$ cat config.mk
export PLATFORM = sky130hd
export DESIGN_NAME = serial_command_pwm_servo_control_core_flat
export DESIGN_NICKNAME = d
export VERILOG_FILES = /design/src/scpsc_pkg.sv /design/src/scpsc_if.sv /design/src/scpsc_front.sv /design/src/scpsc_queue.sv /design/src/scpsc_back.sv /design/src/serial_command_pwm_servo_control_core.sv /design/src/flat_wrapper.sv
export VERILOG_INCLUDE_DIRS = /design/src /design/src/src
export SDC_FILE = /design/constraint.sdc
export NUM_CORES = 1
export LEC_CHECK = 0
export BUFFER_PORTS_ARGS = -buffer_cell sky130_fd_sc_hd__buf_2
export CAP_MARGIN = 20
export CORE_MARGIN = 4
export CORE_UTILIZATION = 38
export CTS_CLUSTER_SIZE = 30
export DETAILED_ROUTE_END_ITERATION = 8
export HOLD_SLACK_MARGIN = 0.02
export PLACE_DENSITY_LB_ADDON = 0.25
export SYNTH_ARGS = -nofsm -noshare
export SYNTH_HDL_FRONTEND = slang
export SYNTH_SLANG_ARGS = --single-unit
$ cat constraint.sdc
create_clock -name clk -period 13.35 [get_ports clk]
set_input_delay 0.6675 -clock clk [delete_from_list [all_inputs] [get_ports clk]]
set_output_delay 0.6675 -clock clk [all_outputs]
set_load 0.02 [all_outputs]
$ cat src/serial_command_pwm_servo_control_core_defines.svh
// Assertion macros for the serial command PWM and servo control core.
// Used by the top level; expects clk and rst_n in the including scope.
`ifndef SERIAL_COMMAND_PWM_SERVO_CONTROL_CORE_DEFINES_SVH
`define SERIAL_COMMAND_PWM_SERVO_CONTROL_CORE_DEFINES_SVH

// When ante holds at a clock edge, cons must hold at the same edge.
`define SCPSC_ASSERT_IMPLY(label, ante, cons, msg) \
    label: assert property (@(posedge clk) disable iff (!rst_n) (ante) |-> (cons)) \
        else $error(msg);

// cond must never hold at a clock edge out of reset.
`define SCPSC_ASSERT_NEVER(label, cond, msg) \
    label: assert property (@(posedge clk) disable iff (!rst_n) !(cond)) \
        else $error(msg);

`endif

$ cat src/scpsc_pkg.sv
// Shared constants, types and the constant-divide helper for the
// serial command PWM and servo control core. No dependencies.
`timescale 1ns / 1ps
`default_nettype none

package scpsc_pkg;

    localparam int LINE_CHARS  = 31;
    localparam int LEN_W       = $clog2(LINE_CHARS + 1);
    localparam int QUEUE_DEPTH = 4;
    localparam int QPTR_W      = $clog2(QUEUE_DEPTH);
    localparam int QCNT_W      = $clog2(QUEUE_DEPTH + 1);

    // Input item function codes.
    localparam logic [1:0] FUNC_BYTE   = 2'd0;
    localparam logic [1:0] FUNC_TICK   = 2'd1;
    localparam logic [1:0] FUNC_SAMPLE = 2'd2;

    // Command kinds produced by the front end.
    localparam logic [2:0] KIND_NOP    = 3'd0;
    localparam logic [2:0] KIND_LF     = 3'd1;
    localparam logic [2:0] KIND_NUL    = 3'd2;
    localparam logic [2:0] KIND_CHAR   = 3'd3;
    localparam logic [2:0] KIND_TICK   = 3'd4;
    localparam logic [2:0] KIND_SAMPLE = 3'd5;

    localparam logic [7:0] CH_NUL = 8'h00;
    localparam logic [7:0] CH_LF  = 8'h0A;
    localparam logic [7:0] CH_CR  = 8'h0D;

    // Reply codes.
    localparam logic [2:0] REP_NONE  = 3'd0;
    localparam logic [2:0] REP_AUTO  = 3'd1;
    localparam logic [2:0] REP_POT   = 3'd2;
    localparam logic [2:0] REP_DUTY  = 3'd3;
    localparam logic [2:0] REP_SERVO = 3'd4;
    localparam logic [2:0] REP_ERROR = 3'd5;

    // Scaling applied in the output stage.
    localparam logic [1:0] SCL_DIRECT  = 2'd0;
    localparam logic [1:0] SCL_DIV255  = 2'd1;
    localparam logic [1:0] SCL_DIV1023 = 2'd2;

    typedef struct packed {
        logic [2:0] kind;
        logic [9:0] data;
    } cmd_t;

    typedef struct packed {
        logic        valid;
        cmd_t        cmd;
    } push_t;

    typedef struct packed {
        logic        led_write;
        logic [17:0] led_num;
        logic [1:0]  led_scl;
        logic        servo_write;
        logic [17:0] servo_num;
        logic [1:0]  servo_scl;
        logic [2:0]  reply;
    } exec_t;

    // Divide by 255 or 1023 using 2^k - 1 = divisor: the quotient estimate
    // n >> k leaves a remainder below twice the divisor, so one correction
    // step gives the exact floor.
    function automatic logic [7:0] scale_div(input logic [17:0] n, input logic [1:0] scl);
        logic [9:0]  q_hi;
        logic [10:0] r_hi;
        logic [7:0]  q_lo;
        logic [10:0] r_lo;
        logic [7:0]  res;
        q_hi = n[17:8];
        r_hi = {3'b000, n[7:0]} + {1'b0, q_hi};
        q_lo = n[17:10];
        r_lo = {1'b0, n[9:0]} + {3'b000, q_lo};
        case (scl)
            SCL_DIV255:  res = q_hi[7:0] + {7'd0, (r_hi >= 11'd255)};
            SCL_DIV1023: res = q_lo + {7'd0, (r_lo >= 11'd1023)};
            default:     res = n[7:0];
        endcase
        return res;
    endfunction

endpackage

`default_nettype wire

$ cat src/scpsc_if.sv
// Valid/ready stream interfaces for the input items and the result items
// of the serial command PWM and servo control core. No dependencies.
`timescale 1ns / 1ps
`default_nettype none

interface scpsc_item_if;
    logic       valid;
    logic       ready;
    logic [1:0] func;
    logic [7:0] rx_byte;
    logic [9:0] pot_sample;

    modport source (output valid, func, rx_byte, pot_sample, input ready);
    modport sink (input valid, func, rx_byte, pot_sample, output ready);
endinterface

interface scpsc_result_if;
    logic       valid;
    logic       ready;
    logic       led_write;
    logic [7:0] led_duty;
    logic       servo_write;
    logic [7:0] servo_angle;
    logic [2:0] reply;

    modport source (output valid, led_write, led_duty, servo_write, servo_angle, reply,
                    input ready);
    modport sink (input valid, led_write, led_duty, servo_write, servo_angle, reply,
                  output ready);
endinterface

`default_nettype wire

$ cat src/scpsc_front.sv
// Front end: accepts input items and sorts them into command kinds.
// Depends on scpsc_pkg and scpsc_item_if.
`timescale 1ns / 1ps
`default_nettype none

module scpsc_front (
    scpsc_item_if.sink     item,
    input  wire logic      q_full,
    output scpsc_pkg::push_t push
);

    scpsc_pkg::cmd_t cmd;

    always_comb
    begin
        cmd.data = {2'b00, item.rx_byte};
        case (item.func)
            scpsc_pkg::FUNC_BYTE:
            begin
                // A carriage return never reaches the line: it is queued as a no-op command and still yields a result.
                if (item.rx_byte == scpsc_pkg::CH_LF)
                begin
                    cmd.kind = scpsc_pkg::KIND_LF;
                end
                else if (item.rx_byte == scpsc_pkg::CH_CR)
                begin
                    cmd.kind = scpsc_pkg::KIND_NOP;
                end
                else if (item.rx_byte == scpsc_pkg::CH_NUL)
                begin
                    cmd.kind = scpsc_pkg::KIND_NUL;
                end
                else
                begin
                    cmd.kind = scpsc_pkg::KIND_CHAR;
                end
            end
            scpsc_pkg::FUNC_TICK:
            begin
                cmd.kind = scpsc_pkg::KIND_TICK;
            end
            scpsc_pkg::FUNC_SAMPLE:
            begin
                cmd.kind = scpsc_pkg::KIND_SAMPLE;
                cmd.data = item.pot_sample;
            end
            default:
            begin
                cmd.kind = scpsc_pkg::KIND_NOP;
            end
        endcase
    end

    assign item.ready = !q_full;
    assign push.valid = item.valid && !q_full;
    assign push.cmd   = cmd;

endmodule

`default_nettype wire

$ cat src/scpsc_queue.sv
// Short command queue between the front end and the back end.
// Depends on scpsc_pkg.
`timescale 1ns / 1ps
`default_nettype none

module scpsc_queue (
    input  wire logic             clk,
    input  wire logic             rst_n,
    input  wire scpsc_pkg::push_t push,
    output logic                  full,
    output logic                  pop_valid,
    output scpsc_pkg::cmd_t       pop_cmd,
    input  wire logic             pop
);

    scpsc_pkg::cmd_t                  mem_reg [scpsc_pkg::QUEUE_DEPTH];
    logic [scpsc_pkg::QPTR_W-1:0]     wr_ptr_reg;
    logic [scpsc_pkg::QPTR_W-1:0]     wr_ptr_next;
    logic [scpsc_pkg::QPTR_W-1:0]     rd_ptr_reg;
    logic [scpsc_pkg::QPTR_W-1:0]     rd_ptr_next;
    logic [scpsc_pkg::QCNT_W-1:0]     count_reg;
    logic [scpsc_pkg::QCNT_W-1:0]     count_next;
    logic                             do_push;
    logic                             do_pop;

    assign full      = (count_reg == scpsc_pkg::QCNT_W'(scpsc_pkg::QUEUE_DEPTH));
    assign pop_valid = (count_reg != '0);
    assign pop_cmd   = mem_reg[rd_ptr_reg];
    assign do_push   = push.valid && !full;
    assign do_pop    = pop && pop_valid;

    always_comb
    begin
        wr_ptr_next = do_push ? wr_ptr_reg + 1'b1 : wr_ptr_reg;
        rd_ptr_next = do_pop ? rd_ptr_reg + 1'b1 : rd_ptr_reg;
        count_next  = count_reg;
        if (do_push && !do_pop)
        begin
            count_next = count_reg + 1'b1;
        end
        else if (do_pop && !do_push)
        begin
            count_next = count_reg - 1'b1;
        end
    end

    always_ff @(posedge clk or negedge rst_n)
    begin
        if (!rst_n)
        begin
            wr_ptr_reg <= '0;
            rd_ptr_reg <= '0;
            count_reg  <= '0;
        end
        else
        begin
            wr_ptr_reg <= wr_ptr_next;
            rd_ptr_reg <= rd_ptr_next;
            count_reg  <= count_next;
        end
    end

    always_ff @(posedge clk)
    begin
        if (do_push)
        begin
            mem_reg[wr_ptr_reg] <= push.cmd;
        end
    end

endmodule

`default_nettype wire

$ cat src/scpsc_back.sv
// Back end: line parser, mode and sweep state, then the scaling stage and
// the output register. Depends on scpsc_pkg and scpsc_result_if.
`timescale 1ns / 1ps
`default_nettype none

module scpsc_back (
    input  wire logic            clk,
    input  wire logic            rst_n,
    input  wire logic            q_valid,
    input  wire scpsc_pkg::cmd_t q_cmd,
    output logic                 q_pop,
    scpsc_result_if.source       result
);

    localparam logic [2:0] CLS_EMPTY = 3'd0;
    localparam logic [2:0] CLS_AUTO  = 3'd1;
    localparam logic [2:0] CLS_POT   = 3'd2;
    localparam logic [2:0] CLS_D     = 3'd3;
    localparam logic [2:0] CLS_S     = 3'd4;
    localparam logic [2:0] CLS_DNUM  = 3'd5;
    localparam logic [2:0] CLS_SNUM  = 3'd6;
    localparam logic [2:0] CLS_BAD   = 3'd7;

    localparam logic [1:0] PH_SPACE = 2'd0;
    localparam logic [1:0] PH_SIGN  = 2'd1;
    localparam logic [1:0] PH_DIGIT = 2'd2;
    localparam logic [1:0] PH_DONE  = 2'd3;

    localparam logic [7:0] CH_A     = 8'h41;
    localparam logic [7:0] CH_U     = 8'h55;
    localparam logic [7:0] CH_T     = 8'h54;
    localparam logic [7:0] CH_O     = 8'h4F;
    localparam logic [7:0] CH_P     = 8'h50;
    localparam logic [7:0] CH_D     = 8'h44;
    localparam logic [7:0] CH_S     = 8'h53;
    localparam logic [7:0] CH_COLON = 8'h3A;
    localparam logic [7:0] CH_PLUS  = 8'h2B;
    localparam logic [7:0] CH_MINUS = 8'h2D;
    localparam logic [7:0] CH_SPACE = 8'h20;

    localparam logic [8:0] NUM_SAT = 9'd256;

    logic                          auto_mode_reg;
    logic                          auto_mode_next;
    logic [7:0]                    sweep_level_reg;
    logic [7:0]                    sweep_level_next;
    logic                          sweep_rising_reg;
    logic                          sweep_rising_next;
    logic [scpsc_pkg::LEN_W-1:0]   line_length_reg;
    logic [scpsc_pkg::LEN_W-1:0]   line_length_next;
    logic [2:0]                    line_class_reg;
    logic [2:0]                    line_class_next;
    logic [1:0]                    number_phase_reg;
    logic [1:0]                    number_phase_next;
    logic                          number_negative_reg;
    logic                          number_negative_next;
    logic [8:0]                    number_value_reg;
    logic [8:0]                    number_value_next;
    logic                          string_ended_reg;
    logic                          string_ended_next;

    logic                          s1_valid_reg;
    scpsc_pkg::exec_t              s1_reg;
    scpsc_pkg::exec_t              s1_next;
    logic                          out_valid_reg;
    logic                          out_adv;
    logic                          s1_adv;

    logic                          out_led_write_reg;
    logic [7:0]                    out_led_duty_reg;
    logic                          out_servo_write_reg;
    logic [7:0]                    out_servo_angle_reg;
    logic [2:0]                    out_reply_reg;

    // A line that ends here keeps only complete commands.
    function automatic logic [2:0] finalize(input logic [2:0] cls,
                                            input logic [scpsc_pkg::LEN_W-1:0] len);
        logic [2:0] res;
        res = cls;
        if (cls == CLS_AUTO && len != scpsc_pkg::LEN_W'(4))
        begin
            res = CLS_BAD;
        end
        else if (cls == CLS_POT && len != scpsc_pkg::LEN_W'(3))
        begin
            res = CLS_BAD;
        end
        else if (cls == CLS_EMPTY || cls == CLS_D || cls == CLS_S)
        begin
            res = CLS_BAD;
        end
        return res;
    endfunction

    function automatic logic [7:0] clamp_num(input logic neg, input logic [8:0] val,
                                             input logic [7:0] limit);
        logic [7:0] res;
        if (neg)
        begin
            res = 8'd0;
        end
        else if (val > {1'b0, limit})
        begin
            res = limit;
        end
        else
        begin
            res = val[7:0];
        end
        return res;
    endfunction

    assign out_adv = !out_valid_reg || result.ready;
    assign s1_adv  = !s1_valid_reg || out_adv;
    assign q_pop   = q_valid && s1_adv;

    always_comb
    begin
        logic [7:0]  c;
        logic [9:0]  x;
        logic [2:0]  cls;
        logic        digit;
        logic        space;
        logic [11:0] acc;
        logic        match_auto;
        logic        match_pot;

        auto_mode_next       = auto_mode_reg;
        sweep_level_next     = sweep_level_reg;
        sweep_rising_next    = sweep_rising_reg;
        line_length_next     = line_length_reg;
        line_class_next      = line_class_reg;
        number_phase_next    = number_phase_reg;
        number_negative_next = number_negative_reg;
        number_value_next    = number_value_reg;
        string_ended_next    = string_ended_reg;

        s1_next           = '0;
        s1_next.led_scl   = scpsc_pkg::SCL_DIRECT;
        s1_next.servo_scl = scpsc_pkg::SCL_DIRECT;
        s1_next.reply     = scpsc_pkg::REP_NONE;

        c     = q_cmd.data[7:0];
        x     = q_cmd.data;
        cls   = string_ended_reg ? line_class_reg : finalize(line_class_reg, line_length_reg);
        digit = (c inside {[8'h30:8'h39]});
        space = (c == CH_SPACE) || (c inside {[8'h09:8'h0D]});
        acc   = ({3'b000, number_value_reg} << 3) + ({3'b000, number_value_reg} << 1)
                + {8'd0, c[3:0]};
        match_auto = (line_length_reg == scpsc_pkg::LEN_W'(0) && c == CH_A)
                  || (line_length_reg == scpsc_pkg::LEN_W'(1) && c == CH_U)
                  || (line_length_reg == scpsc_pkg::LEN_W'(2) && c == CH_T)
                  || (line_length_reg == scpsc_pkg::LEN_W'(3) && c == CH_O);
        match_pot  = (line_length_reg == scpsc_pkg::LEN_W'(0) && c == CH_P)
                  || (line_length_reg == scpsc_pkg::LEN_W'(1) && c == CH_O)
                  || (line_length_reg == scpsc_pkg::LEN_W'(2) && c == CH_T);

        if (q_pop)
        begin
            case (q_cmd.kind)
                scpsc_pkg::KIND_LF:
                begin
                    case (cls)
                        CLS_AUTO:
                        begin
                            auto_mode_next = 1'b1;
                            s1_next.reply  = scpsc_pkg::REP_AUTO;
                        end
                        CLS_POT:
                        begin
                            auto_mode_next = 1'b0;
                            s1_next.reply  = scpsc_pkg::REP_POT;
                        end
                        CLS_DNUM:
                        begin
                            auto_mode_next    = 1'b0;
                            s1_next.led_write = 1'b1;
                            s1_next.led_num   = {10'd0, clamp_num(number_negative_reg,
                                                    number_value_reg, 8'd255)};
                            s1_next.reply     = scpsc_pkg::REP_DUTY;
                        end
                        CLS_SNUM:
                        begin
                            auto_mode_next      = 1'b0;
                            s1_next.servo_write = 1'b1;
                            s1_next.servo_num   = {10'd0, clamp_num(number_negative_reg,
                                                      number_value_reg, 8'd180)};
                            s1_next.reply       = scpsc_pkg::REP_SERVO;
                        end
                        default:
                        begin
                            s1_next.reply = scpsc_pkg::REP_ERROR;
                        end
                    endcase
                    line_length_next     = '0;
                    line_class_next      = CLS_EMPTY;
                    number_phase_next    = PH_SPACE;
                    number_negative_next = 1'b0;
                    number_value_next    = '0;
                    string_ended_next    = 1'b0;
                end
                scpsc_pkg::KIND_NUL:
                begin
                    if (line_length_reg < scpsc_pkg::LEN_W'(scpsc_pkg::LINE_CHARS))
                    begin
                        if (!string_ended_reg)
                        begin
                            string_ended_next = 1'b1;
                            line_class_next   = cls;
                        end
                        line_length_next = line_length_reg + 1'b1;
                    end
                end
                scpsc_pkg::KIND_CHAR:
                begin
                    if (line_length_reg < scpsc_pkg::LEN_W'(scpsc_pkg::LINE_CHARS))
                    begin
                        if (!string_ended_reg)
                        begin
                            case (line_class_reg)
                                CLS_EMPTY:
                                begin
                                    if (c == CH_A)
                                    begin
                                        line_class_next = CLS_AUTO;
                                    end
                                    else if (c == CH_P)
                                    begin
                                        line_class_next = CLS_POT;
                                    end
                                    else if (c == CH_D)
                                    begin
                                        line_class_next = CLS_D;
                                    end
                                    else if (c == CH_S)
                                    begin
                                        line_class_next = CLS_S;
                                    end
                                    else
                                    begin
                                        line_class_next = CLS_BAD;
                                    end
                                end
                                CLS_AUTO:
                                begin
                                    if (!match_auto)
                                    begin
                                        line_class_next = CLS_BAD;
                                    end
                                end
                                CLS_POT:
                                begin
                                    if (!match_pot)
                                    begin
                                        line_class_next = CLS_BAD;
                                    end
                                end
                                CLS_D:
                                begin
                                    line_class_next = (c == CH_COLON) ? CLS_DNUM : CLS_BAD;
                                end
                                CLS_S:
                                begin
                                    line_class_next = (c == CH_COLON) ? CLS_SNUM : CLS_BAD;
                                end
                                CLS_DNUM, CLS_SNUM:
                                begin
                                    case (number_phase_reg)
                                        PH_SPACE:
                                        begin
                                            if (space)
                                            begin
                                                number_phase_next = PH_SPACE;
                                            end
                                            else if (c == CH_PLUS || c == CH_MINUS)
                                            begin
                                                number_negative_next = (c == CH_MINUS);
                                                number_phase_next    = PH_SIGN;
                                            end
                                            else if (digit)
                                            begin
                                                number_value_next = {5'd0, c[3:0]};
                                                number_phase_next = PH_DIGIT;
                                            end
                                            else
                                            begin
                                                number_phase_next = PH_DONE;
                                            end
                                        end
                                        PH_SIGN, PH_DIGIT:
                                        begin
                                            if (digit)
                                            begin
                                                // The magnitude saturates just past the
                                                // largest clamp limit.
                                                number_value_next = (acc > {3'b000, NUM_SAT})
                                                                  ? NUM_SAT : acc[8:0];
                                                number_phase_next = PH_DIGIT;
                                            end
                                            else
                                            begin
                                                number_phase_next = PH_DONE;
                                            end
                                        end
                                        default:
                                        begin
                                            number_phase_next = number_phase_reg;
                                        end
                                    endcase
                                end
                                default:
                                begin
                                    line_class_next = line_class_reg;
                                end
                            endcase
                        end
                        line_length_next = line_length_reg + 1'b1;
                    end
                end
                scpsc_pkg::KIND_TICK:
                begin
                    if (auto_mode_reg)
                    begin
                        if (sweep_rising_reg)
                        begin
                            if (sweep_level_reg >= 8'd253)
                            begin
                                sweep_level_next  = 8'd255;
                                sweep_rising_next = 1'b0;
                            end
                            else
                            begin
                                sweep_level_next = sweep_level_reg + 8'd2;
                            end
                        end
                        else
                        begin
                            if (sweep_level_reg <= 8'd2)
                            begin
                                sweep_level_next  = 8'd0;
                                sweep_rising_next = 1'b1;
                            end
                            else
                            begin
                                sweep_level_next = sweep_level_reg - 8'd2;
                            end
                        end
                        s1_next.led_write   = 1'b1;
                        s1_next.led_num     = {10'd0, sweep_level_next};
                        s1_next.servo_write = 1'b1;
                        s1_next.servo_num   = {10'd0, sweep_level_next} * 18'd180;
                        s1_next.servo_scl   = scpsc_pkg::SCL_DIV255;
                    end
                end
                scpsc_pkg::KIND_SAMPLE:
                begin
                    if (!auto_mode_reg)
                    begin
                        s1_next.led_write   = 1'b1;
                        s1_next.led_num     = {8'd0, x} * 18'd255;
                        s1_next.led_scl     = scpsc_pkg::SCL_DIV1023;
                        s1_next.servo_write = 1'b1;
                        s1_next.servo_num   = {8'd0, x} * 18'd180;
                        s1_next.servo_scl   = scpsc_pkg::SCL_DIV1023;
                    end
                end
                default:
                begin
                    s1_next.reply = scpsc_pkg::REP_NONE;
                end
            endcase
        end
    end

    always_ff @(posedge clk or negedge rst_n)
    begin
        if (!rst_n)
        begin
            auto_mode_reg       <= 1'b1;
            sweep_level_reg     <= 8'd0;
            sweep_rising_reg    <= 1'b1;
            line_length_reg     <= '0;
            line_class_reg      <= CLS_EMPTY;
            number_phase_reg    <= PH_SPACE;
            number_negative_reg <= 1'b0;
            number_value_reg    <= '0;
            string_ended_reg    <= 1'b0;
            s1_valid_reg        <= 1'b0;
            out_valid_reg       <= 1'b0;
        end
        else
        begin
            auto_mode_reg       <= auto_mode_next;
            sweep_level_reg     <= sweep_level_next;
            sweep_rising_reg    <= sweep_rising_next;
            line_length_reg     <= line_length_next;
            line_class_reg      <= line_class_next;
            number_phase_reg    <= number_phase_next;
            number_negative_reg <= number_negative_next;
            number_value_reg    <= number_value_next;
            string_ended_reg    <= string_ended_next;
            if (s1_adv)
            begin
                s1_valid_reg <= q_pop;
            end
            if (out_adv)
            begin
                out_valid_reg <= s1_valid_reg;
            end
        end
    end

    always_ff @(posedge clk)
    begin
        if (s1_adv)
        begin
            s1_reg <= s1_next;
        end
        if (out_adv)
        begin
            out_led_write_reg   <= s1_reg.led_write;
            out_led_duty_reg    <= scpsc_pkg::scale_div(s1_reg.led_num, s1_reg.led_scl);
            out_servo_write_reg <= s1_reg.servo_write;
            out_servo_angle_reg <= scpsc_pkg::scale_div(s1_reg.servo_num, s1_reg.servo_scl);
            out_reply_reg       <= s1_reg.reply;
        end
    end

    assign result.valid       = out_valid_reg;
    assign result.led_write   = out_led_write_reg;
    assign result.led_duty    = out_led_duty_reg;
    assign result.servo_write = out_servo_write_reg;
    assign result.servo_angle = out_servo_angle_reg;
    assign result.reply       = out_reply_reg;

endmodule

`default_nettype wire

$ cat src/serial_command_pwm_servo_control_core.sv
// Top level of the serial command PWM and servo control core.
// Depends on scpsc_pkg, scpsc_if, scpsc_front, scpsc_queue, scpsc_back and the defines header.
`timescale 1ns / 1ps
`default_nettype none

`include "serial_command_pwm_servo_control_core_defines.svh"

// The core takes one item per clock while item.ready is high and returns exactly one result
// for each item, in order. A received byte, a sweep tick or a potentiometer sample is
// transferred on item; the front end sorts it into a command and places it in a four-entry
// queue, and the back end applies it to the line parser, mode and sweep state, scales the
// LED and servo values in a second stage and holds the result in an output register until
// it is transferred. With result always ready, the state update in the back end sets the
// sustained rate of one item per cycle. When result stalls, the queue and the two back-end
// stages absorb up to six items before item.ready drops.
module serial_command_pwm_servo_control_core (
    input  wire logic        clk,
    input  wire logic        rst_n,
    scpsc_item_if.sink       item,
    scpsc_result_if.source   result
);

    scpsc_pkg::push_t  push;
    scpsc_pkg::cmd_t   q_cmd;
    logic              q_full;
    logic              q_valid;
    logic              q_pop;

    scpsc_front u_front (
        .item   (item),
        .q_full (q_full),
        .push   (push)
    );

    scpsc_queue u_queue (
        .clk       (clk),
        .rst_n     (rst_n),
        .push      (push),
        .full      (q_full),
        .pop_valid (q_valid),
        .pop_cmd   (q_cmd),
        .pop       (q_pop)
    );

    scpsc_back u_back (
        .clk     (clk),
        .rst_n   (rst_n),
        .q_valid (q_valid),
        .q_cmd   (q_cmd),
        .q_pop   (q_pop),
        .result  (result)
    );

    `SCPSC_ASSERT_IMPLY(a_led_idle_zero, result.valid && !result.led_write, result.led_duty == 8'd0, "LED duty not zero without a write")
    `SCPSC_ASSERT_IMPLY(a_servo_range, result.valid && result.servo_write, result.servo_angle <= 8'd180, "servo angle beyond 180 degrees")
    `SCPSC_ASSERT_IMPLY(a_duty_reply, result.valid && result.reply == scpsc_pkg::REP_DUTY, result.led_write && !result.servo_write, "duty reply without an LED-only write")
    `SCPSC_ASSERT_NEVER(a_reply_code, result.valid && result.reply > scpsc_pkg::REP_ERROR, "undefined reply code")

endmodule

`default_nettype wire
$ cat src/flat_wrapper.sv
// flat-port wrapper written by rule: the top's interface ports become plain ports
module serial_command_pwm_servo_control_core_flat 
  (clk, rst_n, item_valid, item_func, item_rx_byte, item_pot_sample, item_ready, result_valid, result_led_write, result_led_duty, result_servo_write, result_servo_angle, result_reply, result_ready);
  scpsc_item_if item_i ();
  scpsc_result_if result_i ();
  input  wire logic clk;
  input  wire logic rst_n;
  input wire logic [$bits(item_i.valid)-1:0] item_valid;
  input wire logic [$bits(item_i.func)-1:0] item_func;
  input wire logic [$bits(item_i.rx_byte)-1:0] item_rx_byte;
  input wire logic [$bits(item_i.pot_sample)-1:0] item_pot_sample;
  output wire logic [$bits(item_i.ready)-1:0] item_ready;
  output wire logic [$bits(result_i.valid)-1:0] result_valid;
  output wire logic [$bits(result_i.led_write)-1:0] result_led_write;
  output wire logic [$bits(result_i.led_duty)-1:0] result_led_duty;
  output wire logic [$bits(result_i.servo_write)-1:0] result_servo_write;
  output wire logic [$bits(result_i.servo_angle)-1:0] result_servo_angle;
  output wire logic [$bits(result_i.reply)-1:0] result_reply;
  input wire logic [$bits(result_i.ready)-1:0] result_ready;
  assign item_i.valid = item_valid;
  assign item_i.func = item_func;
  assign item_i.rx_byte = item_rx_byte;
  assign item_i.pot_sample = item_pot_sample;
  assign item_ready = item_i.ready;
  assign result_valid = result_i.valid;
  assign result_led_write = result_i.led_write;
  assign result_led_duty = result_i.led_duty;
  assign result_servo_write = result_i.servo_write;
  assign result_servo_angle = result_i.servo_angle;
  assign result_reply = result_i.reply;
  assign result_i.ready = result_ready;
  serial_command_pwm_servo_control_core u_core (.clk(clk), .rst_n(rst_n), .item(item_i), .result(result_i));
endmodule
---- Yosys cells after proc, flatten, opt, wreduce, memory -nomap -nowiden ----
Memories as Yosys holds them, arrays and structs flattened.
Index checks and enable logic that the tools add are counted.
cells by class
  $add $sub $neg .......................... 17
  multipliers ............................. 3
  divide/modulo/power cells ............... 0
  $lt $le $gt $ge ......................... 14
  equality and inequality tests ........... 59
  shifts and indexed selects .............. 0
  multiplexer cells ....................... 81
  bitwise gates (word level) .............. 0
  reduce and logical (&&, ||, !) cells .... 58
operators by type and width
  operator                                                                                count
  19-bit case mux with 3 select lines                                                     2
  8-bit 2-to-1 mux                                                                        10
  9-bit 2-to-1 mux                                                                        8
  19-bit 2-to-1 mux                                                                       3
  8-bit by 7-bit == test with 1-bit output (second input constant)                        7
  3-bit 2-to-1 mux                                                                        15
  42-bit 2-to-1 mux                                                                       1
  9-bit case mux with 2 select lines                                                      2
  8-bit by 1-bit adder with 8-bit output                                                  4
  8-bit by 6-bit == test with 1-bit output (second input constant)                        4
  8-bit case mux with 2 select lines                                                      2
  3-bit == test (second input constant)                                                   8
  10-bit by 8-bit adder with 11-bit output                                                2
  8-bit by 10-bit adder with 11-bit output                                                2
  11-bit by 10-bit greater-or-equal comparator with 1-bit output (second input constant)  2
  11-bit by 8-bit greater-or-equal comparator with 1-bit output (second input constant)   2
  21-bit 2-to-1 mux                                                                       1
  9-bit by 8-bit > comparator with 1-bit output (second input constant)                   2
  10-bit by 8-bit multiplier with 18-bit output (second input constant)                   1
  2-bit 2-to-1 mux                                                                        9
  3-bit inequality test (second input constant)                                           6
  3-bit case mux with 3 select lines                                                      2
  8-bit by 4-bit == test with 1-bit output (second input constant)                        2
  1-bit logical AND                                                                       16
  54 further kinds                                                                        119
storage, ports and cells
  flip-flop bits (word level) ............. 106
  bits in latches ......................... 0
  bits in writable memories ............... 52
  bits in read-only memories .............. 0
  input port bits ......................... 24
  output and inout bits ................... 23
  memories kept ........................... 1
memory list
  memory                  depth  width  rd ports  clocked after Yosys merged registers in  write ports  line               RTL
  u_core.u_queue.mem_reg  4      13     1         0                                        1            scpsc_queue.sv:16  scpsc_pkg::cmd_t mem_reg [scpsc_pkg::QUEUE_DEPTH];

---- Depth between registers and ports, before layout ----
Gate-level depths: netlist of run 1.
  depth after elaboration ................. 11
  gate-level depth with buffers ........... 21

---- Modules after synthesis ----
Synthesis of run 1 repeated with hierarchy kept, for this count alone.
second synthesis, totals
  cell total of the unflattened synthesis .. 1,335
  area total of the unflattened synthesis .. 13,855.8 sq um
by module, submodules not included
  module       times used  cells an instance  area each (sq um)
  scpsc_back   1           1,202              11,285.8
  scpsc_queue  1           103                2,326.0
  scpsc_front  1           30                 244.0

---- Least setup slack after synthesis of run 1 ----
No wires, ideal clock.
  kind .................................... flip-flop to flip-flop
  from .................................... register u_core.u_queue.rd_ptr_reg[0] (netlist name)
  to ...................................... register u_core.u_back.s1_reg[43] (netlist name), data pin
  setup time .............................. 257 ps
  data arrival time ....................... 5,284 ps
  required time ........................... 13,093 ps
  setup slack ............................. 7,809 ps
  stages on the path, launching flop included .. 20
  path buffers ............................ 2
  cells stage by stage .................... dfrtp_1 buf_6 buf_2 mux4_2 inv_1 fa_1 fa_1 inv_1 fa_1 inv_1 fa_1 inv_1 ha_1 o21a_1 o21ai_0 o31ai_1 o41ai_1 o21ai_0 xnor2_1 nor2_1
between the ends
  longest elaborated chain between the ends .. 4
  elaborated cells between the ends (all ways) .. 7
  those cells by class .................... mul: 1; eq/ne: 3; mux: 2; memory: 1
RTL lines
  what                                           line               RTL
  from (decl)                                    scpsc_queue.sv:19  logic [scpsc_pkg::QPTR_W-1:0] rd_ptr_reg;
  from (signal assigned)                         scpsc_queue.sv:58  rd_ptr_reg <= rd_ptr_next;
  memory read 4 x 13 bit (*)                     -
  10-bit by 8-bit multiplier with 18-bit output  scpsc_back.sv:360  s1_next.led_num = {8'd0, x} * 18'd255;
  42-bit 2-to-1 mux                              scpsc_back.sv:357  if (!auto_mode_reg)
  19-bit case mux with 3 select lines (*)        scpsc_back.sv:160  case (q_cmd.kind)
  to (signal assigned)                           scpsc_back.sv:417  s1_reg <= s1_next;
  to (decl)                                      scpsc_back.sv:63   scpsc_pkg::exec_t s1_reg;
Mark *: on every way between the ends. The rest lies on a longest branch, timed or not.
A chain may end at the register's enable or synchronous reset.

---- Worst setup path after layout of run 1 ----
Same ends and word-level chain as after synthesis.

==> results.sh, run 1 <==
export IMPL_status="completed"
export IMPL_syn_nets=1561
export IMPL_worstPathArrival_ns=6.30
export IMPL_ios=47
export IMPL_drtAntennaViolNets=0
export IMPL_crit_chain="mux4_2 -> inv_1 -> fa_1 -> fa_1 -> inv_1 -> fa_1 -> inv_1 -> fa_1 -> inv_1 -> ha_1 -> o21a_1 -> o21ai_0 -> o31ai_1 -> o41ai_1 -> o21ai_0 -> xnor2_1 -> nor2_1"
export IMPL_critPathLaunchType="flip-flop"
export IMPL_regArea_um2=4517
export IMPL_syn_area_per_cell_um2=10.39
export IMPL_firstDrtPassIters=5
export IMPL_final_common_cell="inv_1"
export IMPL_postCtsHoldBufs=0
export IMPL_grt_remaining_overflow=0
export IMPL_post_drt_wl_per_cell_um=17.04
export IMPL_top_usage_layer="met2"
export IMPL_gr_usage_all_layers_pct=16.29
export IMPL_path_buf_inv=4
export IMPL_max_slew_worst_pin_slew_ns=0.9669
export IMPL_clock_latency_ns=0.45
export IMPL_synthArstFlopShare_pct=25.48
export IMPL_antenna_found_initial=2
export IMPL_synth_seq_area_share_pct=33.57
export IMPL_drv_slew=0
export IMPL_grtUsageMet1_pct=23.02
export IMPL_grt_util_met2_pct=26.63
export IMPL_grt_pass1_wl_um=50620
export IMPL_cts_resized=0
export IMPL_grt_pass1_vias=9600
export IMPL_maxCapViolations=0
export IMPL_critPathLaunch="u_core.u_queue.rd_ptr_reg[0]"
export IMPL_synthCells=1295
export IMPL_drive_above_1_share_pct=10.37
export IMPL_yosys_warnings=0
export IMPL_path_delay_family="adder cells"
export IMPL_ys_flop_type="edfxtp_1"
export IMPL_largest_register_ffs=52
export IMPL_synth_seq_cells=157
export IMPL_mostFrequentLayoutCells="inv_1 (179), ha_1 (173), edfxtp_1 (117)"
export IMPL_cts_buffers=17
export IMPL_h_tree_depth=4
export IMPL_hp_class="in2async"
export IMPL_drcViolationCount=0
export IMPL_met3_usage_pct=2.662
export IMPL_grt_max_degree=47
export IMPL_max_stage_delay_ns=0.91
export IMPL_n_antenna_cell=0
export IMPL_port_buffer_count=46
export IMPL_grt_setup_unrepaired="false"
export IMPL_min_period_ns=6.140
export IMPL_start_util_pct=38.76
export IMPL_syn_area_um2=13450
export IMPL_hold_viol=0
export IMPL_nets=1603
export IMPL_clock_skew_final_ns=0.02744
export IMPL_core_um2=34710
export IMPL_via_count=9566
export IMPL_setup_viol=0
export IMPL_die_area_um2=38480
export IMPL_multiInputGateArea_um2=8123
export IMPL_root_buffer="clkbuf_16"
export IMPL_vias_per_cell=5.300
export IMPL_final_setup_tns_ns=0
export IMPL_required_ns=13.51
export IMPL_post_cts_buffers=0
export IMPL_place_congestion=0.8678
export IMPL_end_kind="flip-flop"
export IMPL_synth_edf_count=117
export IMPL_path_class="reg2reg"
export IMPL_cts_tree="yes"
export IMPL_maxSlewHeadroom_pct=34.86
export IMPL_die_w_um=196.2
export IMPL_syn2layout_area_growth_pct=9.839
export IMPL_cp_slowest_cell="dfrtp_1"
export IMPL_rows=68
export IMPL_period_share_pct=46.00
export IMPL_drt_iter0_markers=579
export IMPL_drt_total_wl_um=30770
export IMPL_critPathMaxFanout=15
export IMPL_path_clk_slew_ns=0.09
export IMPL_fillers=3335
export IMPL_dp_hpwl_um=24210
export IMPL_cts_buffer_depth=2
export IMPL_fp_dieH_um=196.2
export IMPL_fmax_mhz=162.9
export IMPL_cts_sinks=157
export IMPL_r2r_start="u_core.u_queue.rd_ptr_reg[0]"
export IMPL_synth_distinct_cells=76
worst reg2reg max path, cell delays in order (launching register included):
cell	delay (ns)
dfrtp_1	0.91
mux4_2	0.73
inv_1	0.28
fa_1	0.54
fa_1	0.56
inv_1	0.05
fa_1	0.52
inv_1	0.05
fa_1	0.52
inv_1	0.04
ha_1	0.34
o21a_1	0.12
o21ai_0	0.24
o31ai_1	0.14
o41ai_1	0.40
o21ai_0	0.19
xnor2_1	0.18
nor2_1	0.06
area by class of cell:
| cell class | count | area share (%) |
|---|---|---|
| clock buffers | 17 | 2.879 |
| clock inverters | 15 | 1.143 |
| inverters | 179 | 4.547 |
| multi-input cells | 929 | 54.97 |
| flip-flops and latches | 157 | 30.56 |
| well taps | 455 | 3.852 |
| repair buffers | 53 | 2.049 |
cells in the mapped netlist, drive strengths merged, types with 6 or more instances:
library cell,instances,area [um^2]
mux2,19,221.5
fa,69,1381
a22o,6,52.55
nor2,78,297.8
a31oi,8,50.05
clkbuf,20,75.07
nor3,14,70.07
a21oi,71,359.1
nand3,35,180.2
o211ai,9,67.56
and3,17,106.4
a211oi,7,52.55
xor2,47,411.6
o21ai,68,340.3
buf,10,67.56
ha,173,2165
a21o,20,150.1
edfxtp,117,3513
o21bai,8,60.06
xnor2,37,324.1
o21a,11,82.58
nor2b,8,50.05
a22oi,22,165.2
nand2,69,264.0
nand2b,14,95.09
dfrtp,38,950.9
nand4,13,81.33
o31ai,8,60.06
mux4,13,292.8
nor4,9,71.32
and2,6,37.54
inv,179,671.9
per-stage QoR:
step	util, %	instance area, um^2	cells	hold WS, ns	setup slack, ns
4_1_cts	42.47	14740	1803	0.4224	7.100
6_report	42.57	14780	1805	0.05402	7.210
3_5_place_dp	40.76	14150	1771	0.4045	7.113
5_1_grt	42.57	14780	1805	0.04686	6.760
3_3_place_gp	40.76	14150	1771	0.4038	7.250
2_1_floorplan	-	13450	1295	0.3719	7.809
layer usage:
layer	wire, um	share of wire, %
met5	21	0.068
met4	364	1.2
met1	15010	49
met3	1040	3.4
met2	14330	47
logic make-up (layout without fill, tap and decap cells):
family / Yosys count / count (layout) / synth area share (%)
XOR/XNOR: 84 / 84 / 5.468
multiplexers: 34 / 34 / 3.971
AO/OA/AOI/OAI: 281 / 281 / 13.78
AND/OR/NAND/NOR: 288 / 288 / 10.80
flip-flops: 157 / 157 / 33.57
buffers and inverters: 209 / 264 / 6.054
adder cells (fa/ha/maj): 242 / 242 / 26.36
path summary, 6_finish.rpt:
path,cells past startpoint,slack [ns],end
max,17,7.21,u_core.u_back.s1_reg[43]
min in group clk,0,0.42,u_core.u_back.result.led_write
max reg2reg,17,7.21,u_core.u_back.s1_reg[43]
min,1,0.05,u_core.u_back.sweep_level_reg[7]
max in group asynchronous,2,12.74,u_core.u_back.auto_mode_reg
min reg2reg,0,0.42,u_core.u_back.result.led_write
Power of run 1 is not shown: default switching activity piles up to over one toggle a cycle in this logic, so the estimate is an artifact.
==> run 2, diff against run 1 <==
==> constraint.sdc (replaced) <==
create_clock -name clk -period 5 [get_ports clk]
set_input_delay 0.25 -clock clk [delete_from_list [all_inputs] [get_ports clk]]
set_output_delay 0.25 -clock clk [all_outputs]
set_load 0.02 [all_outputs]
==> run 2 against run 1 <==
Against the previous run: the run now ends with negative setup slack left; setup slack got worse by 7.2 ns; cell area rose by 6.5%; maximum frequency is 22% higher; cell count is 5.2% higher; non-clock buffer count rose by 93; first-iteration DRC count up 8.1%; sequential share of layout area fell by 1.8 points; clock-buffer cell count unchanged; die area unchanged; critical endpoint is now u_core.u_back.s1_reg[41]; register-to-register slack lost 7.2 ns; global-route usage increased by 0.45 points; clock skew down 0.0028 ns.
==> results.sh, run 2 (synthesis gave the netlist of run 1 again) <==
export IMPL_status="finished with violations"
export IMPL_violations="negative setup slack"
export IMPL_final_common_cell="inv_1"
export IMPL_critPathLaunchType="flip-flop"
export IMPL_drt_iter0_markers=626
export IMPL_drtAntennaViolNets=0
export IMPL_path_clk_slew_ns=0.07
export IMPL_h_tree_depth=4
export IMPL_dp_hpwl_um=25110
export IMPL_path_common_cell="fa_1"
export IMPL_post_drt_wl_per_cell_um=16.68
export IMPL_drt_total_wl_um=31660
export IMPL_root_buffer="clkbuf_16"
export IMPL_ios=47
export IMPL_gr_usage_all_layers_pct=16.74
export IMPL_maxCapViolations=0
export IMPL_port_buffer_count=46
export IMPL_cts_buffers=17
export IMPL_crit_chain="buf_12 -> mux4_2 -> buf_6 -> fa_2 -> fa_1 -> fa_1 -> inv_1 -> fa_1 -> inv_2 -> ha_4 -> o21a_1 -> o21ai_2 -> o31ai_4 -> o41ai_4 -> buf_4 -> xor2_1 -> nor2_1"
export IMPL_holdWs_ns=0.1661
export IMPL_firstDrtPassIters=7
export IMPL_cts_buffer_depth=2
export IMPL_drv_slew=0
export IMPL_worstPathArrival_ns=5.25
export IMPL_cts_tree="yes"
export IMPL_fmax_mhz=198.5
export IMPL_cp_slowest_cell="fa_2"
export IMPL_n_antenna_cell=0
export IMPL_antenna_found_initial=0
export IMPL_drive_above_1_share_pct=19.06
export IMPL_hp_class="in2reg"
export IMPL_critPathMaxFanout=8
export IMPL_fin_ws_ns=-0.03869
export IMPL_start_util_pct=38.76
export IMPL_grt_remaining_overflow=0
export IMPL_cts_sinks=157
export IMPL_clock_skew_final_ns=0.02459
export IMPL_grt_setup_unrepaired="true"
export IMPL_end_kind="flip-flop"
export IMPL_grt_pass1_wl_um=51650
export IMPL_core_um2=34710
export IMPL_via_count=9929
export IMPL_grt_max_degree=46
export IMPL_path_buf_inv=5
export IMPL_clock_latency_ns=0.46
export IMPL_nets=1696
export IMPL_die_area_um2=38480
export IMPL_setup_viol=2
export IMPL_largest_register_ffs=52
export IMPL_die_w_um=196.2
export IMPL_max_slew_worst_pin_slew_ns=0.8270
export IMPL_max_stage_delay_ns=0.59
export IMPL_fp_dieH_um=196.2
export IMPL_path_delay_family="adder cells"
export IMPL_drcViolationCount=0
export IMPL_hold_viol=0
export IMPL_period_share_pct=100.8
export IMPL_place_congestion=0.8936
export IMPL_final_util_pct=45.33
export IMPL_rows=68
export IMPL_vias_per_cell=5.231
export IMPL_required_ns=5.21
export IMPL_maxSlewHeadroom_pct=44.44
export IMPL_path_class="reg2reg"
export IMPL_grt_pass1_vias=9907
export IMPL_min_period_ns=5.039
export IMPL_syn2layout_area_growth_pct=16.94
export IMPL_mostFrequentLayoutCells="inv_1 (166), ha_1 (165), edfxtp_1 (117)"
==> run 2: cell type report <==
class                      count  area (um^2)
clock buffer                  17        425.4
clock inverter                15        162.7
fill                        3313        18980
inverter                     179        676.9
multi-input combinational    929         8352
sequential                   157         4521
tap                          455        569.3
timing repair buffer         146         1027
==> run 2: worst reg2reg max path, cell delays in order (launching register included) <==
cell and delay, ns:
dfrtp_1 0.40, buf_12 0.15, mux4_2 0.57, buf_6 0.15, fa_2 0.59, fa_1 0.44
fa_1 0.51, inv_1 0.05, fa_1 0.54, inv_2 0.05, ha_4 0.24, o21a_1 0.17
o21ai_2 0.21, o31ai_4 0.09, o41ai_4 0.31, buf_4 0.16, xor2_1 0.13, nor2_1 0.05
==> run 2: final timing paths <==
path | cells past startpoint | startpoint | slack [ns] | end
worst max-delay path | 17 | u_core.u_queue.rd_ptr_reg[0] | -0.04 | u_core.u_back.s1_reg[41]
worst min-delay path | 2 | item_pot_sample[9] | 0.17 | u_core.u_queue.mem_reg[0][9]
worst max register to register | 17 | u_core.u_queue.rd_ptr_reg[0] | -0.04 | u_core.u_back.s1_reg[41]
worst min register to register | 0 | u_core.u_back.s1_reg[44] | 0.42 | u_core.u_back.result.led_write
max in group asynchronous | 3 | rst_n | 4.20 | u_core.u_back.auto_mode_reg
min in group asynchronous | 2 | rst_n | 0.22 | u_core.u_queue.rd_ptr_reg[1]
==> run 2: routing by layer <==
metal / global-route usage (%) / wire, um
met1: 23.80 / 15320
met2: 26.71 / 14610
met3: 2.645 / 1170
met4: 4.551 / 551
met5: 0 / 0
==> run 2: stage by stage <==
step | instances | instance area (um^2) | TNS (ns) | setup WS (ns)
after floorplan | 1295 | 13530 | 0 | 0.002284
after global placement | 1851 | 14830 | 0 | 0.02745
after detailed placement | 1852 | 14850 | -0.04862 | -0.03509
after CTS | 1894 | 15530 | 0 | 0.001283
after global routing | 1898 | 15730 | -0.9135 | -0.2816
final | 1898 | 15730 | -0.05236 | -0.03869
==> run 2: repair_timing <==
action | in CTS | in global routing
pin swaps | 17 | 22
endpoints found under the setup margin | 4 | 13
buffers inserted | 9 | 3
resized for setup | 6 | 34
endpoints found under the hold margin | 6 | 0
hold buffers | 1 | 0
Power of run 2 is left out for the same reason.
